**src/rtl/core/tkr_pkg.sv**
```systemverilog
// Package for the two-key top-K ranker.
// Holds default sizes, fixed field widths and opcodes; depends on nothing.
package tkr_pkg;

    localparam int CAPACITY_DEF    = 8;
    localparam int SCORE_WIDTH_DEF = 8;
    localparam int TAG_WIDTH_DEF   = 16;

    // Fixed widths of the rank and count fields on the ports
    localparam int RANK_W  = 3;
    localparam int COUNT_W = 4;

    localparam logic OP_INSERT = 1'b0;
    localparam logic OP_READ   = 1'b1;

endpackage

```
**src/rtl/core/tkr_store.sv**
```systemverilog
// Entry memory of the ranker: one write port, one read port, registered read data.
// Standalone; sized by the parameters handed down from the top level.
module tkr_store #(
    parameter int DEPTH  = 8,
    parameter int WIDTH  = 32,
    parameter int ADDR_W = 3
) (
    input  logic              clk,
    input  logic              wr_en,
    input  logic [ADDR_W-1:0] wr_addr,
    input  logic [WIDTH-1:0]  wr_data,
    input  logic [ADDR_W-1:0] rd_addr,
    output logic [WIDTH-1:0]  rd_data
);

    logic [WIDTH-1:0] mem [DEPTH];

    always_ff @(posedge clk)
    begin
        if (wr_en)
        begin
            mem[wr_addr] <= wr_data;
        end
    end

    always_ff @(posedge clk)
    begin
        rd_data <= mem[rd_addr];
    end

endmodule

```
**src/rtl/core/tkr_ctrl.sv**
```systemverilog
// Sequencer of the ranker: walks the table from the bottom, shifting entries down
// until the new entry's slot is found. Depends on tkr_pkg; drives tkr_store.
module tkr_ctrl
    import tkr_pkg::*;
#(
    parameter int CAPACITY    = CAPACITY_DEF,
    parameter int SCORE_WIDTH = SCORE_WIDTH_DEF,
    parameter int TAG_WIDTH   = TAG_WIDTH_DEF,
    parameter int IDX_W       = $clog2(CAPACITY),
    parameter int ENT_W       = TAG_WIDTH + 2 * SCORE_WIDTH
) (
    input  logic                   clk,
    input  logic                   rst_n,
    input  logic                   start,
    input  logic                   opcode,
    input  logic [TAG_WIDTH-1:0]   entry_tag,
    input  logic [SCORE_WIDTH-1:0] major_score,
    input  logic [SCORE_WIDTH-1:0] minor_score,
    input  logic [RANK_W-1:0]      read_rank,
    output logic                   busy,
    output logic                   done,
    output logic                   kept,
    output logic [RANK_W-1:0]      insert_rank,
    output logic                   evicted_valid,
    output logic [TAG_WIDTH-1:0]   evicted_tag,
    output logic [COUNT_W-1:0]     entry_count,
    output logic                   read_valid,
    output logic [TAG_WIDTH-1:0]   read_tag,
    output logic [SCORE_WIDTH-1:0] read_major,
    output logic [SCORE_WIDTH-1:0] read_minor,
    output logic                   mem_we,
    output logic [IDX_W-1:0]       mem_waddr,
    output logic [ENT_W-1:0]       mem_wdata,
    output logic [IDX_W-1:0]       mem_raddr,
    input  logic [ENT_W-1:0]       mem_rdata
);

    localparam int CNT_W = $clog2(CAPACITY + 1);
    localparam int RR_W  = (CNT_W > RANK_W) ? CNT_W : RANK_W;
    localparam int KEY_W = 2 * SCORE_WIDTH;

    localparam logic [CNT_W-1:0] CAP_CNT = CNT_W'(CAPACITY);

    localparam logic [1:0] ST_IDLE  = 2'd0;
    localparam logic [1:0] ST_CMP   = 2'd1;
    localparam logic [1:0] ST_PLACE = 2'd2;
    localparam logic [1:0] ST_RDOUT = 2'd3;

    logic [1:0]             state_reg, state_next;
    logic [CNT_W-1:0]       count_reg, count_next;
    logic [CNT_W-1:0]       hole_reg, hole_next;
    logic [ENT_W-1:0]       new_reg, new_next;
    logic                   rd_ok_reg, rd_ok_next;
    logic                   done_reg, done_next;
    logic                   kept_reg, kept_next;
    logic [RANK_W-1:0]      irank_reg, irank_next;
    logic                   evv_reg, evv_next;
    logic [TAG_WIDTH-1:0]   evtag_reg, evtag_next;
    logic                   rv_reg, rv_next;
    logic [TAG_WIDTH-1:0]   rtag_reg, rtag_next;
    logic [SCORE_WIDTH-1:0] rmaj_reg, rmaj_next;
    logic [SCORE_WIDTH-1:0] rmin_reg, rmin_next;

    logic [KEY_W-1:0]     new_key;
    logic [KEY_W-1:0]     held_key;
    logic [TAG_WIDTH-1:0] held_tag;
    logic [TAG_WIDTH-1:0] new_tag;
    logic                 beats;
    logic                 full;
    logic [IDX_W-1:0]     hole_idx;

    assign new_key  = new_reg[KEY_W-1:0];
    assign new_tag  = new_reg[ENT_W-1 -: TAG_WIDTH];
    assign held_key = mem_rdata[KEY_W-1:0];
    assign held_tag = mem_rdata[ENT_W-1 -: TAG_WIDTH];
    // major score sits above minor score, so one compare ranks both keys
    assign beats    = new_key > held_key;
    assign full     = count_reg == CAP_CNT;
    assign hole_idx = IDX_W'(hole_reg);

    always_comb
    begin
        state_next = state_reg;
        count_next = count_reg;
        hole_next  = hole_reg;
        new_next   = new_reg;
        rd_ok_next = rd_ok_reg;
        done_next  = 1'b0;
        kept_next  = kept_reg;
        irank_next = irank_reg;
        evv_next   = evv_reg;
        evtag_next = evtag_reg;
        rv_next    = rv_reg;
        rtag_next  = rtag_reg;
        rmaj_next  = rmaj_reg;
        rmin_next  = rmin_reg;
        mem_we     = 1'b0;
        mem_waddr  = hole_idx;
        mem_wdata  = new_reg;
        mem_raddr  = IDX_W'(hole_reg - CNT_W'(1));

        case (state_reg)
            ST_IDLE:
            begin
                mem_raddr = IDX_W'(count_reg - CNT_W'(1));
                if (start)
                begin
                    new_next   = {entry_tag, major_score, minor_score};
                    hole_next  = count_reg;
                    kept_next  = 1'b0;
                    irank_next = '0;
                    evv_next   = 1'b0;
                    evtag_next = '0;
                    rv_next    = 1'b0;
                    rtag_next  = '0;
                    rmaj_next  = '0;
                    rmin_next  = '0;
                    if (opcode == OP_READ)
                    begin
                        mem_raddr  = IDX_W'(read_rank);
                        rd_ok_next = RR_W'(read_rank) < RR_W'(count_reg);
                        state_next = ST_RDOUT;
                    end
                    else if (count_reg == '0)
                    begin
                        state_next = ST_PLACE;
                    end
                    else
                    begin
                        state_next = ST_CMP;
                    end
                end
            end

            ST_CMP:
            begin
                mem_raddr = IDX_W'(hole_reg - CNT_W'(2));
                if (beats)
                begin
                    // shift the held entry down one rank, or drop it past the end
                    if (hole_reg < CAP_CNT)
                    begin
                        mem_we    = 1'b1;
                        mem_wdata = mem_rdata;
                    end
                    else
                    begin
                        evv_next   = 1'b1;
                        evtag_next = held_tag;
                    end
                    hole_next = hole_reg - CNT_W'(1);
                    if (hole_reg == CNT_W'(1))
                    begin
                        state_next = ST_PLACE;
                    end
                end
                else
                begin
                    state_next = ST_IDLE;
                    done_next  = 1'b1;
                    if (hole_reg < CAP_CNT)
                    begin
                        mem_we     = 1'b1;
                        kept_next  = 1'b1;
                        irank_next = RANK_W'(hole_reg);
                        if (!full)
                        begin
                            count_next = count_reg + CNT_W'(1);
                        end
                    end
                    else
                    begin
                        // new entry ranks last in a full table: drop it
                        evv_next   = 1'b1;
                        evtag_next = new_tag;
                    end
                end
            end

            ST_PLACE:
            begin
                mem_we     = 1'b1;
                kept_next  = 1'b1;
                irank_next = RANK_W'(hole_reg);
                state_next = ST_IDLE;
                done_next  = 1'b1;
                if (!full)
                begin
                    count_next = count_reg + CNT_W'(1);
                end
            end

            ST_RDOUT:
            begin
                if (rd_ok_reg)
                begin
                    rv_next   = 1'b1;
                    rtag_next = held_tag;
                    rmaj_next = mem_rdata[KEY_W-1 -: SCORE_WIDTH];
                    rmin_next = mem_rdata[SCORE_WIDTH-1:0];
                end
                state_next = ST_IDLE;
                done_next  = 1'b1;
            end

            default:
            begin
                state_next = ST_IDLE;
            end
        endcase
    end

    always_ff @(posedge clk or negedge rst_n)
    begin
        if (!rst_n)
        begin
            state_reg <= ST_IDLE;
            count_reg <= '0;
            done_reg  <= 1'b0;
        end
        else
        begin
            state_reg <= state_next;
            count_reg <= count_next;
            done_reg  <= done_next;
        end
    end

    always_ff @(posedge clk)
    begin
        hole_reg  <= hole_next;
        new_reg   <= new_next;
        rd_ok_reg <= rd_ok_next;
        kept_reg  <= kept_next;
        irank_reg <= irank_next;
        evv_reg   <= evv_next;
        evtag_reg <= evtag_next;
        rv_reg    <= rv_next;
        rtag_reg  <= rtag_next;
        rmaj_reg  <= rmaj_next;
        rmin_reg  <= rmin_next;
    end

    assign busy          = state_reg != ST_IDLE;
    assign done          = done_reg;
    assign kept          = kept_reg;
    assign insert_rank   = irank_reg;
    assign evicted_valid = evv_reg;
    assign evicted_tag   = evtag_reg;
    assign entry_count   = COUNT_W'(count_reg);
    assign read_valid    = rv_reg;
    assign read_tag      = rtag_reg;
    assign read_major    = rmaj_reg;
    assign read_minor    = rmin_reg;

endmodule

```
**src/rtl/core/top_k_two_key_ranker.sv**
```systemverilog
// Top level of the two-key top-K ranker: sequencer plus entry memory.
// Depends on tkr_pkg, tkr_ctrl and tkr_store.
//
//  channel   handshake         payload
//  request   start / busy      opcode, entry_tag, major_score, minor_score, read_rank
//  result    done (1 cycle)    kept, insert_rank, evicted_valid, evicted_tag,
//                              entry_count, read_valid, read_tag, read_major, read_minor
//
// A request is taken when start is high and busy is low; done pulses for one cycle
// once the request completes, and busy is already low in that cycle.
// A read passes through the read-out state to done; an insert compares the new entry
// with the held entries one at a time from the last rank upward, shifting each that
// it passes down one rank. The single memory read port sets this one-at-a-time walk.
// Reset clears the entry count; the memory needs no clearing.
module top_k_two_key_ranker
    import tkr_pkg::*;
#(
    parameter int CAPACITY    = CAPACITY_DEF,
    parameter int SCORE_WIDTH = SCORE_WIDTH_DEF,
    parameter int TAG_WIDTH   = TAG_WIDTH_DEF
) (
    input  logic                   clk,
    input  logic                   rst_n,
    input  logic                   start,
    output logic                   busy,
    input  logic                   opcode,
    input  logic [TAG_WIDTH-1:0]   entry_tag,
    input  logic [SCORE_WIDTH-1:0] major_score,
    input  logic [SCORE_WIDTH-1:0] minor_score,
    input  logic [RANK_W-1:0]      read_rank,
    output logic                   done,
    output logic                   kept,
    output logic [RANK_W-1:0]      insert_rank,
    output logic                   evicted_valid,
    output logic [TAG_WIDTH-1:0]   evicted_tag,
    output logic [COUNT_W-1:0]     entry_count,
    output logic                   read_valid,
    output logic [TAG_WIDTH-1:0]   read_tag,
    output logic [SCORE_WIDTH-1:0] read_major,
    output logic [SCORE_WIDTH-1:0] read_minor
);

    localparam int IDX_W = $clog2(CAPACITY);
    localparam int ENT_W = TAG_WIDTH + 2 * SCORE_WIDTH;

    logic             mem_we;
    logic [IDX_W-1:0] mem_waddr;
    logic [ENT_W-1:0] mem_wdata;
    logic [IDX_W-1:0] mem_raddr;
    logic [ENT_W-1:0] mem_rdata;

    tkr_ctrl #(
        .CAPACITY    (CAPACITY),
        .SCORE_WIDTH (SCORE_WIDTH),
        .TAG_WIDTH   (TAG_WIDTH),
        .IDX_W       (IDX_W),
        .ENT_W       (ENT_W)
    ) u_ctrl (
        .clk           (clk),
        .rst_n         (rst_n),
        .start         (start),
        .opcode        (opcode),
        .entry_tag     (entry_tag),
        .major_score   (major_score),
        .minor_score   (minor_score),
        .read_rank     (read_rank),
        .busy          (busy),
        .done          (done),
        .kept          (kept),
        .insert_rank   (insert_rank),
        .evicted_valid (evicted_valid),
        .evicted_tag   (evicted_tag),
        .entry_count   (entry_count),
        .read_valid    (read_valid),
        .read_tag      (read_tag),
        .read_major    (read_major),
        .read_minor    (read_minor),
        .mem_we        (mem_we),
        .mem_waddr     (mem_waddr),
        .mem_wdata     (mem_wdata),
        .mem_raddr     (mem_raddr),
        .mem_rdata     (mem_rdata)
    );

    tkr_store #(
        .DEPTH  (CAPACITY),
        .WIDTH  (ENT_W),
        .ADDR_W (IDX_W)
    ) u_store (
        .clk     (clk),
        .wr_en   (mem_we),
        .wr_addr (mem_waddr),
        .wr_data (mem_wdata),
        .rd_addr (mem_raddr),
        .rd_data (mem_rdata)
    );

endmodule

```
**config.mk**
```make
export PLATFORM = sky130hd
export DESIGN_NAME = top_k_two_key_ranker
export DESIGN_NICKNAME = d
export VERILOG_FILES = /design/src/rtl/core/tkr_pkg.sv /design/src/rtl/core/tkr_store.sv /design/src/rtl/core/tkr_ctrl.sv /design/src/rtl/core/top_k_two_key_ranker.sv
export SDC_FILE = /design/constraint.sdc
export NUM_CORES = 1
export LEC_CHECK = 0
export BUFFER_PORTS_ARGS = -buffer_cell sky130_fd_sc_hd__buf_2
export CELL_PAD_IN_SITES_DETAIL_PLACEMENT = 0
export CELL_PAD_IN_SITES_GLOBAL_PLACEMENT = 1
export CORE_ASPECT_RATIO = 0.6
export CORE_MARGIN = 5
export CORE_UTILIZATION = 56
export CTS_CLUSTER_DIAMETER = 50
export DETAILED_ROUTE_END_ITERATION = 10
export PLACE_DENSITY = 0.95
export SLEW_MARGIN = 20
export SYNTH_ARGS = -nofsm -noshare
export SYNTH_HDL_FRONTEND = slang
export SYNTH_SLANG_ARGS = --single-unit
```
**constraint.sdc**
```tcl
create_clock -name clk -period 7.73 [get_ports clk]
set_input_delay 1.546 -clock clk [delete_from_list [all_inputs] [get_ports clk]]
set_output_delay 1.546 -clock clk [all_outputs]
set_load 0.05 [all_outputs]
```
==> results of run 1 <==
[logic make-up (layout without fill, tap and decap cells)]
kind of cell | after synthesis | in the layout | share of synthesized area (%)
DFF | 386 | 386 | 70.9
muxes | 275 | 275 | 18.6
and+or+nand+nor | 101 | 101 | 3.39
buffers and inverters | 69 | 211 | 2.57
AOI/OAI and AO/OA | 40 | 40 | 1.81
adders and majority gates | 31 | 31 | 2.45
xor gates and xnor gates | 6 | 6 | 0.331
[placed cells by master, fill, tap and decap left out, drive strengths merged, types with 5 or more instances in the layout]
cell    instances
mux2i         210
and2           43
dfrtp           7
o21ai           5
ha             31
edfxtp        347
mux2           65
clkinv          8
inv            33
dfxtp          32
nand2          12
a21oi          13
buf           116
clkbuf         47
bufinv          6
nor2           28
xnor2           6
[critical path, cell delays in order, from the launching register on]
cell      delay (ns)
edfxtp_1        0.42
ha_1            0.34
a21oi_1         0.21
o21ai_0         0.22
a22oi_1         0.36
a31oi_4         0.12
buf_4           0.32
nand2_2         0.48
buf_4           0.53
mux2_2          0.46
[stage by stage]
step / setup WS (ns) / utilization [%]
2_1_floorplan: 4.27 / -
3_3_place_gp: 3.77 / 60.2
3_5_place_dp: 3.69 / 60.2
4_1_cts: 3.96 / 64.7
5_1_grt: 3.77 / 64.7
6_report: 3.98 / 64.7
[cell type report]
class                   instances  area share (%)
flip-flops and latches        386            62.5
well taps                     367            2.56
repair buffers                116            3.55
clock buffers                  47            5.64
multi-input cells             453            23.8
clock inverters                16            1.30
inverters                      32           0.668
[cells in the mapped netlist (2+ instances only)]
cell and count:
a21oi_1 13, edfxtp_1 347, nand2_1 10, a211oi_1 4, buf_2 13, nand4_1 4, nor2b_1 3, ha_1 31
nor2_1 28, nand3_1 3, clkbuf_1 6, dfrtp_1 7, dfxtp_1 32, o211ai_1 4, a22oi_1 2, xnor2_1 6
and2_1 43, nand2_2 2, and3_1 2, mux2_4 30, buf_6 17, inv_1 32, a31oi_1 2, mux2_2 35
mux2i_1 210, o21ai_0 5
[path summary, 6_finish.rpt]
check / slack [ns] / cells after the start / endpoint
max in group asynchronous: 6.71 / 1 / u_ctrl.entry_count[3]$_DFFE_PN0P_
min: 0.56 / 1 / u_ctrl.read_major[3]$_SDFFCE_PN0P_
max: 3.98 / 9 / u_store.mem[5][31]$_DFFE_PP_
min in group asynchronous: 0.85 / 1 / u_ctrl.done$_DFF_PN0_
min reg2reg: 0.56 / 1 / u_ctrl.read_major[3]$_SDFFCE_PN0P_
max reg2reg: 3.98 / 9 / u_store.mem[5][31]$_DFFE_PP_
[layer usage]
layer / vias up / GRT usage [%] / share of wire, %
met2: 203 / 29.8 / 46
li1: 3681 / - / -
met4: 0 / 4.53 / 1.6
met5: - / 0 / 0
met3: 44 / 3.81 / 4.9
met1: 4045 / 29.8 / 48
==> summary.txt, run 1 <==
Clock tree
  • Root buffer cell: clkbuf_16
  • CTS H-tree depth: 2
  • Clk slew on worst S/H paths: approximately 0.06 ns
  • TritonCTS clock tree: built
  • CTS max path bufs: 3
  • Hold_buf cts: 0
  • Resize count post-CTS: 0
  • Worst skew pair latency: 0.52 ns
  • Clock buffer count from CTS: 35
  • CTS Sinks: roughly 390
  • Setup bufs post-CTS: 0

Finish
  • Fillers: between 1,500 and 2,000
  • Post-route insts no fill: 1,417
  • Area of the multi-input gates: 0.00427 mm²
  • Layout Cell Area excl Fill: around 0.018 mm²
  • Max reg flops: between 200 and 300
  • Layout cells sized above 1: a little under a quarter
  • Nets@finish: about 1,100
  • Sequential cell area: 0.0112 mm²
  • Ant diodes: 0
  • Area Overhead vs Synth: 13.3%

Detailed routing
  • Total wire length: 31,200 µm
  • Residual DRC count: 0
  • DRT antenna net count: 0
  • Mean routed wirelength per cell: between 20 and 25 µm
  • Via density: about 5.6
  • Drt first pass iters: 5
  • DRC marker count from the first detailed-route iteration: roughly 540
  • Vias: approximately 8,000

Timing
  • Fin Setup TNS: 0 ns
  • Time the worst path needs with I/O delays and setup: 3.75 ns
  • Slew headroom: between 20% and 30%
  • Hold Fails Final Rpt: 0
  • RSZ-0062 raised after global routing: false
  • Slew Limit Fails: 0
  • Fmax: approximately 0.27 GHz
  • Layout Skew: around 0.017 ns
  • Number of setup violations in the final report: 0
  • Final hold slack: around 0.56 ns
  • Least-Margin Pin Slew: approximately 1.1 ns
  • Tcrit/Tclk final: 48.5%

Synth
  • Yosys cell types: between 40 and 50
  • Post-synthesis cell count: around 900
  • Synth area leader: edfxtp_1
  • Area contributors post-synth: edfxtp_1 66%, mux2i_1 13%, dfxtp_1 4.0%
  • Ys async rst share: under 10%
  • Syn avg cell area: 17.5 µm²
  • #FFs+latches synth: a little under 400
  • Ys Warns: 0
  • Sequential fraction of the synthesis area: between 70 and 80%
  • Syn nets: a little under 1,000
  • Number of synthesized flops with an enable pin: between 300 and 400
  • Mapped Area: around 0.016 mm²
  • Synth Flop Type: edfxtp_1
  • Yosys top cell area share: around two thirds

Status
  • Outcome: complete, no violations

Worst setup path
  • Crit path kind: reg -> reg
  • Worst EP arrival: about 4.0 ns
  • Crit path required time: about 8 ns
  • Crit path launch type: register
  • Crit path from: u_ctrl.new_reg[11]$_DFFE_PP_
  • CP max FO: 25
  • Worst Setup End Kind: register
  • Reg2reg start: u_ctrl.new_reg[11]$_DFFE_PP_

Global routing
  • Total track usage: 19.6%
  • First-pass GRT wire length: 47,900 µm
  • Largest net degree at the start of global routing: about 130
  • Gr ovfl total: 0
  • Vias in the first global route: just over 8,000
  • Initial antenna violation count: 0

Placed design
  • HPWL Detailed: around 18,000 µm
  • Cell count after placement: approximately 1,400
  • Routability cong.: 0.782
  • Port bufs: just under 100
  • DP Area: around 0.017 mm²

Floorplanning
  • FP Rows: 47
  • Die Span Y: about 140 µm
  • Total die area: around 0.032 mm²
  • Number of I/O pins: 99
  • Die width: about 230 µm
  • Initial Util: 57.1%
  • Core box area: around 0.028 mm²

Min path
  • Worst min path class: reg -> reg
  • Worst Min Path Start: u_store.rd_data[11]$_DFF_P_

Flow run
  • Number of max-cap violations: 0
Power of run 1 is not shown: default switching activity piles up to over one toggle a cycle in this logic, so the estimate is an artifact.
==> run 2, diff against run 1 <==
Settings changed: ABC_AREA set to 1, CORE_UTILIZATION 56 to 44, PLACE_DENSITY 0.95 to 0.87.
Clock period 7.73 ns to 3.1 ns, I/O delays scaled along.
==> summary.txt, run 2 <==
Timing
  • Fmax: 0.357 GHz (was 0.267 GHz)
  • Layout Skew: 0.0346 ns (was 0.0173 ns)
  • RSZ-0062 raised after global routing: false (unchanged)
  • Slew headroom: 34.7% (was 23.9%)
  • Slew Limit Fails: 0 (unchanged)
  • Number of setup violations in the final report: 0 (unchanged)
  • Hold Fails Final Rpt: 0 (unchanged)
  • Final hold slack: 0.261 ns (was 0.562 ns)
  • Least-Margin Pin Slew: 0.973 ns (was 1.14 ns)
  • Tcrit/Tclk final: 90.3% (was 48.5%)
  • Time the worst path needs with I/O delays and setup: 2.80 ns (was 3.75 ns)

Worst setup path
  • Setup slack, reg-to-reg: 0.30 ns (was 3.98 ns)
  • Worst EP arrival: 3.01 ns (was 4.00 ns)
  • Crit path kind: reg -> reg (unchanged)
  • CP max FO: 24 (was 25)
  • Crit path required time: 3.31 ns (was 7.98 ns)
  • Top cell family by delay on the critical path: simple AND/OR/NAND/NOR gates (was compound AO/OA/AOI/OAI gates)
  • Crit path launch type: register (unchanged)
  • Crit-path max cell delay: 0.41 ns (was 0.53 ns)
  • Buffer and inverter count on the worst path: 2 (unchanged)
  • Slowest CP cell: nor3_1 (was buf_4)
  • Most repeated library cell on the critical path: nand2_1 (was buf_4)
  • Worst Setup End Kind: register (unchanged)
  • Crit-path cells: ha_1, nand2_1, nor3_1, nand2_1, nand2_1, nand3_2, inv_2, nand2_2, buf_12, nand2_1, nand2_1 (was ha_1, a21oi_1, o21ai_0, a22oi_1, a31oi_4, buf_4, nand2_2, buf_4, mux2_2)

Synth
  • Ys async rst share: 1.81% (unchanged)
  • Synth Flop Type: edfxtp_1 (unchanged)
  • Syn avg cell area: 11.3 µm² (was 17.5 µm²)
  • Sequential fraction of the synthesis area: 70.4% (was 70.9%)
  • Top-count cell post-synth: nand2_1 (was edfxtp_1)
  • Post-synth top cells: 434 x nand2_1, 347 x edfxtp_1, 144 x nor2_1, 143 x inv_1, 64 x o211ai_1 (was 347 x edfxtp_1, 210 x mux2i_1, 43 x and2_1, 35 x mux2_2)
  • Area contributors post-synth: edfxtp_1 65%, nand2_1 10%, dfxtp_1 4.0% (was edfxtp_1 66%, mux2i_1 13%, dfxtp_1 4.0%)
  • Post-synthesis cell count: 1,413 (was 908)
  • Number of synthesized flops with an enable pin: 347 (unchanged)
  • Yosys top cell area share: 65.3% (was 65.7%)
  • #FFs+latches synth: 386 (unchanged)
  • Synth area leader: edfxtp_1 (unchanged)
  • Mapped Area: 0.0160 mm² (was 0.0159 mm²)
  • Syn nets: 1,483 (was 978)
  • Ys Warns: 0 (unchanged)
  • Yosys cell types: 31 (was 43)

Finish
  • Max reg flops: 256 (unchanged)
  • Fillers: 3,125 (was 1,930)
  • Sequential cell area: 0.0112 mm² (unchanged)
  • Most common cell after layout, fill and taps aside: nand2_1 (was edfxtp_1)
  • Nets@finish: 1,591 (was 1,094)
  • Most frequent cells in the layout: 433 x nand2_1, 347 x edfxtp_1, 141 x inv_1, 141 x nor2_1, 98 x buf_2 (was 347 x edfxtp_1, 210 x mux2i_1, 98 x buf_2)
  • Ant diodes: 0 (unchanged)
  • Area Overhead vs Synth: 15.0% (was 13.3%)
  • Layout cells sized above 1: 13.3% (was 23.3%)
  • Area of the multi-input gates: 0.00385 mm² (was 0.00427 mm²)

Floorplanning
  • Total die area: 0.0403 mm² (was 0.0319 mm²)
  • Die Span Y: 158 µm (was 140 µm)
  • Number of I/O pins: 99 (unchanged)
  • FP Rows: 54 (was 47)
  • Die width: 256 µm (was 227 µm)
  • Initial Util: 44.2% (was 57.1%)
  • Core box area: 0.0361 mm² (was 0.0278 mm²)

Clock tree
  • Clk slew on worst S/H paths: 0.07 ns (was 0.06 ns)
  • Setup bufs post-CTS: 0 (unchanged)
  • CTS H-tree depth: 2 (unchanged)
  • Resize count post-CTS: 0 (unchanged)
  • Root buffer cell: clkbuf_16 (unchanged)
  • TritonCTS clock tree: built (unchanged)
  • CTS Sinks: 386 (unchanged)
  • Worst skew pair latency: 0.54 ns (was 0.52 ns)
  • Clock buffer count from CTS: 35 (unchanged)
  • CTS max path bufs: 3 (unchanged)

Detailed routing
  • Total wire length: 36,400 µm (was 31,200 µm)
  • Via density: 5.04 (was 5.63)
  • Residual DRC count: 0 (unchanged)
  • DRT antenna net count: 0 (unchanged)
  • Drt first pass iters: 6 (was 5)
  • DRC marker count from the first detailed-route iteration: 996 (was 541)
  • Vias: 10,189 (was 7,973)
  • Mean routed wirelength per cell: 18.0 µm (was 22.1 µm)

Global routing
  • Vias in the first global route: 9,864 (was 8,229)
  • Total track usage: 18.0% (was 19.6%)
  • Initial antenna violation count: 0 (unchanged)
  • First-pass GRT wire length: 56,400 µm (was 47,900 µm)
  • Gr ovfl total: 0 (unchanged)
  • Largest net degree at the start of global routing: 65 (was 129)

Placed design
  • Routability cong.: 0.806 (was 0.782)
  • Port bufs: 98 (unchanged)
  • HPWL Detailed: 21,300 µm (was 17,700 µm)

Status
  • Outcome: complete, no violations (unchanged)

Min path
  • Worst min path class: in -> reg (was reg -> reg)

Flow run
  • Number of max-cap violations: 0 (unchanged)
==> run 2: cell count changes in the layout (fill, tap and decap cells not counted), sizes merged, moves of 4 or more <==
cell	previous run	this run
clkinv	8	13
nand2	12	436
nor2	28	145
o21ai	5	76
and2	43	0
mux2i	210	0
inv	33	145
buf	116	135
mux2	65	0
nor3	0	8
o211ai	4	64
xnor2	6	1
a211oi	4	0
nand3	3	22
==> run 2: final timing paths <==
kind / cells past startpoint / endpoint / startpoint
min in group asynchronous: 2 / u_ctrl.entry_count[1]$_DFFE_PN0P_ / rst_n
min reg2reg: 4 / u_store.rd_data[12]$_DFF_P_ / u_store.mem[4][12]$_DFFE_PP_
min: 1 / u_ctrl.new_reg[16]$_DFFE_PP_ / entry_tag[0]
max reg2reg: 11 / u_store.mem[5][16]$_DFFE_PP_ / u_ctrl.new_reg[15]$_DFFE_PP_
max: 11 / u_store.mem[5][16]$_DFFE_PP_ / u_ctrl.new_reg[15]$_DFFE_PP_
max in group asynchronous: 2 / u_ctrl.done$_DFF_PN0_ / rst_n
==> run 2: cell type report <==
class	instances	share of cell area (%)
Sequential cell	386	61.2
Multi-Input combinational cell	815	21.0
Clock buffer	46	5.34
Timing Repair Buffer	136	4.99
Tap cell	476	3.25
Inverter	147	3.03
Clock inverter	16	1.15
==> run 2: worst register-to-register path, stage by stage (launching register included) <==
cell and delay (ns):
edfxtp_1 0.40, ha_1 0.31, nand2_1 0.09, nor3_1 0.41
nand2_1 0.10, nand2_1 0.14, nand3_2 0.22, inv_2 0.14
nand2_2 0.18, buf_12 0.24, nand2_1 0.09, nand2_1 0.16
==> run 2: what timing repair did <==
action,4_1_cts,5_1_grt
endpoints found under the setup margin,0,0
endpoints found under the hold margin,7,0
hold buffers,1,0
==> run 2: logic make-up (layout without fill, tap and decap cells) <==
family          count (synthesis)  count (layout)  synth area share [%]
fa+ha+maj                      31              31                  2.43
simple gates                  617             617                  14.9
xor+xnor                        4               4                 0.220
flops                         386             386                  70.4
buf+inv                       212             345                  5.79
compound gates                163             163                  6.24
==> run 2: per-stage QoR <==
step	std cells	setup TNS (ns)	utilization (%)	setup slack [ns]	instance area [µm²]
floorplan	1413	-153.27	-	-0.799	16000
finish	2022	0	50.8	0.299	18300
global route	2022	0	50.8	0.0613	18300
global placement	1959	0	47.5	0.457	17100
detailed placement	1959	0	47.5	0.322	17100
CTS	2022	0	50.8	0.303	18300
==> run 2: metal layers <==
metal,wire [µm],GRT usage (%)
met5,0,0
met4,532,3.44
met3,2830,3.53
met2,16800,29.3
met1,16200,25.7
Power of run 2 is left out for the same reason.
==> run 3, diff against run 2 <==
Settings changed: ABC_AREA 1 to unset, CORE_UTILIZATION 44 to 49, CTS_BUF_LIST set to sky130_fd_sc_hd__clkbuf_8, PLACE_DENSITY 0.87 to 0.9.
==> summary.txt, run 3 (synthesis gave the netlist of run 1 again) <==
Status
  • Outcome: complete, no violations (unchanged)

Finish
  • Area Overhead vs Synth: 13.9% (was 15.0%)
  • Most frequent cells in the layout: 347 x edfxtp_1, 210 x mux2i_1, 98 x buf_2 (was 433 x nand2_1, 347 x edfxtp_1, 141 x inv_1, 141 x nor2_1, 98 x buf_2)
  • Most common cell after layout, fill and taps aside: edfxtp_1 (was nand2_1)
  • Post-route insts no fill: 1,523 (was 2,022)
  • Fin util: 56.1% (was 50.8%)
  • Max reg flops: 256 (unchanged)
  • Nets@finish: 1,126 (was 1,591)
  • Ant diodes: 0 (unchanged)
  • Layout cells sized above 1: 24.5% (was 13.3%)
  • Fillers: 2,531 (was 3,125)

Placed design
  • Port bufs: 98 (unchanged)
  • Routability cong.: 0.787 (was 0.806)
  • HPWL Detailed: 19,400 µm (was 21,300 µm)
  • Cell count after placement: 1,422 (was 1,959)

Worst setup path
  • CP max FO: 24 (unchanged)
  • Crit path required time: 3.35 ns (was 3.31 ns)
  • Setup slack, reg-to-reg: 0.21 ns (was 0.30 ns)
  • Crit path kind: reg -> reg (unchanged)
  • Worst EP arrival: 3.14 ns (was 3.01 ns)
  • Crit path launch type: register (unchanged)
  • Worst Setup End Kind: register (unchanged)

Detailed routing
  • Drt first pass iters: 6 (unchanged)
  • Total wire length: 33,300 µm (was 36,400 µm)
  • Residual DRC count: 0 (unchanged)
  • Mean routed wirelength per cell: 21.8 µm (was 18.0 µm)
  • DRC marker count from the first detailed-route iteration: 556 (was 996)
  • Via density: 5.33 (was 5.04)
  • DRT antenna net count: 0 (unchanged)
  • Vias: 8,111 (was 10,189)

Timing
  • Time the worst path needs with I/O delays and setup: 2.89 ns (was 2.80 ns)
  • Least-Margin Pin Slew: 0.859 ns (was 0.973 ns)
  • Slew Limit Fails: 0 (unchanged)
  • Slew headroom: 42.6% (was 34.7%)
  • Fin Setup TNS: 0 ns (unchanged)
  • Hold Fails Final Rpt: 0 (unchanged)
  • Number of setup violations in the final report: 0 (unchanged)
  • RSZ-0062 raised after global routing: false (unchanged)
  • Tcrit/Tclk final: 93.2% (was 90.3%)
  • Fmax: 0.346 GHz (was 0.357 GHz)
  • Layout Skew: 0.0291 ns (was 0.0346 ns)

Clock tree
  • Root buffer cell: clkbuf_8 (was clkbuf_16)
  • Clock buffer count from CTS: 54 (was 35)
  • TritonCTS clock tree: built (unchanged)
  • Worst skew pair latency: 0.61 ns (was 0.54 ns)
  • CTS max path bufs: 3 (unchanged)
  • CTS Sinks: 386 (unchanged)
  • CTS H-tree depth: 2 (unchanged)
  • Clk slew on worst S/H paths: 0.07 ns (about the same)

Floorplanning
  • FP Rows: 51 (was 54)
  • Total die area: 0.0362 mm² (was 0.0403 mm²)
  • Initial Util: 49.3% (was 44.2%)
  • Die Span Y: 149 µm (was 158 µm)
  • Die width: 242 µm (was 256 µm)
  • Core box area: 0.0322 mm² (was 0.0361 mm²)
  • Number of I/O pins: 99 (unchanged)

Min path
  • Worst min path class: in -> reg (unchanged)

Global routing
  • Largest net degree at the start of global routing: 65 (unchanged)
  • Total track usage: 18.5% (was 18.0%)
  • First-pass GRT wire length: 51,300 µm (was 56,400 µm)
  • Vias in the first global route: 8,554 (was 9,864)
  • Gr ovfl total: 0 (unchanged)
  • Initial antenna violation count: 0 (unchanged)

Flow run
  • Number of max-cap violations: 0 (unchanged)
## run 3: per-layer routing
layer | global-route usage (%) | wire length (µm) | up-vias
li1 | - | - | 3750
met5 | 0 | 0 | -
met3 | 3.71 | 2030 | 49
met1 | 27.7 | 15900 | 4051
met2 | 28.5 | 14800 | 261
met4 | 4.19 | 513 | 0
## run 3: layout make-up
cell class                 count  area, µm²  area share [%]
clock buffer                  54        743            4.12
clock inverter                45        218            1.21
inverter                      32        120           0.666
multi-input combinational    453       4270            23.6
sequential                   386      11200            62.3
tap                          424        531            2.94
timing repair buffer         129        933            5.17
## run 3: final timing paths
path | startpoint | end | depth (start not counted)
worst min-delay path | entry_tag[9] | u_ctrl.new_reg[25]$_DFFE_PP_ | 1
max in group asynchronous | rst_n | u_ctrl.entry_count[2]$_DFFE_PN0P_ | 2
worst min register to register | u_store.rd_data[18]$_DFF_P_ | u_ctrl.read_tag[2]$_SDFFCE_PN0P_ | 1
worst max register to register | u_ctrl.new_reg[6]$_DFFE_PP_ | u_ctrl.kept$_DFFE_PP_ | 8
worst max-delay path | u_ctrl.new_reg[6]$_DFFE_PP_ | u_ctrl.kept$_DFFE_PP_ | 8
min in group asynchronous | rst_n | u_ctrl.entry_count[3]$_DFFE_PN0P_ | 2
## run 3: what timing repair did
| item | CTS | global route |
|---|---|---|
| hold endpoints to repair | 7 | 0 |
| gates resized for setup | 0 | 0 |
| hold buffers | 1 | 0 |
| buffers inserted | 0 | 0 |
## run 3: worst max-delay path: stages (launching register included)
cell      delay [ns]
edfxtp_1        0.44
ha_1            0.35
a41oi_1         0.21
o21ai_0         0.17
a22oi_1         0.32
a31oi_4         0.15
buf_4           0.32
o21a_1          0.23
a21oi_1         0.34
## run 3: per-stage QoR
stage / setup WS, ns / hold slack, ns / area, µm²
after floorplan: 0.0209 / 0.324 / 15900
after global placement: 0.343 / 0.460 / 17100
after detailed placement: 0.294 / 0.461 / 17100
after CTS: 0.231 / 0.140 / 18000
after global routing: 0.125 / 0.146 / 18000
final: 0.210 / 0.188 / 18000
Power of run 3 is left out for the same reason.
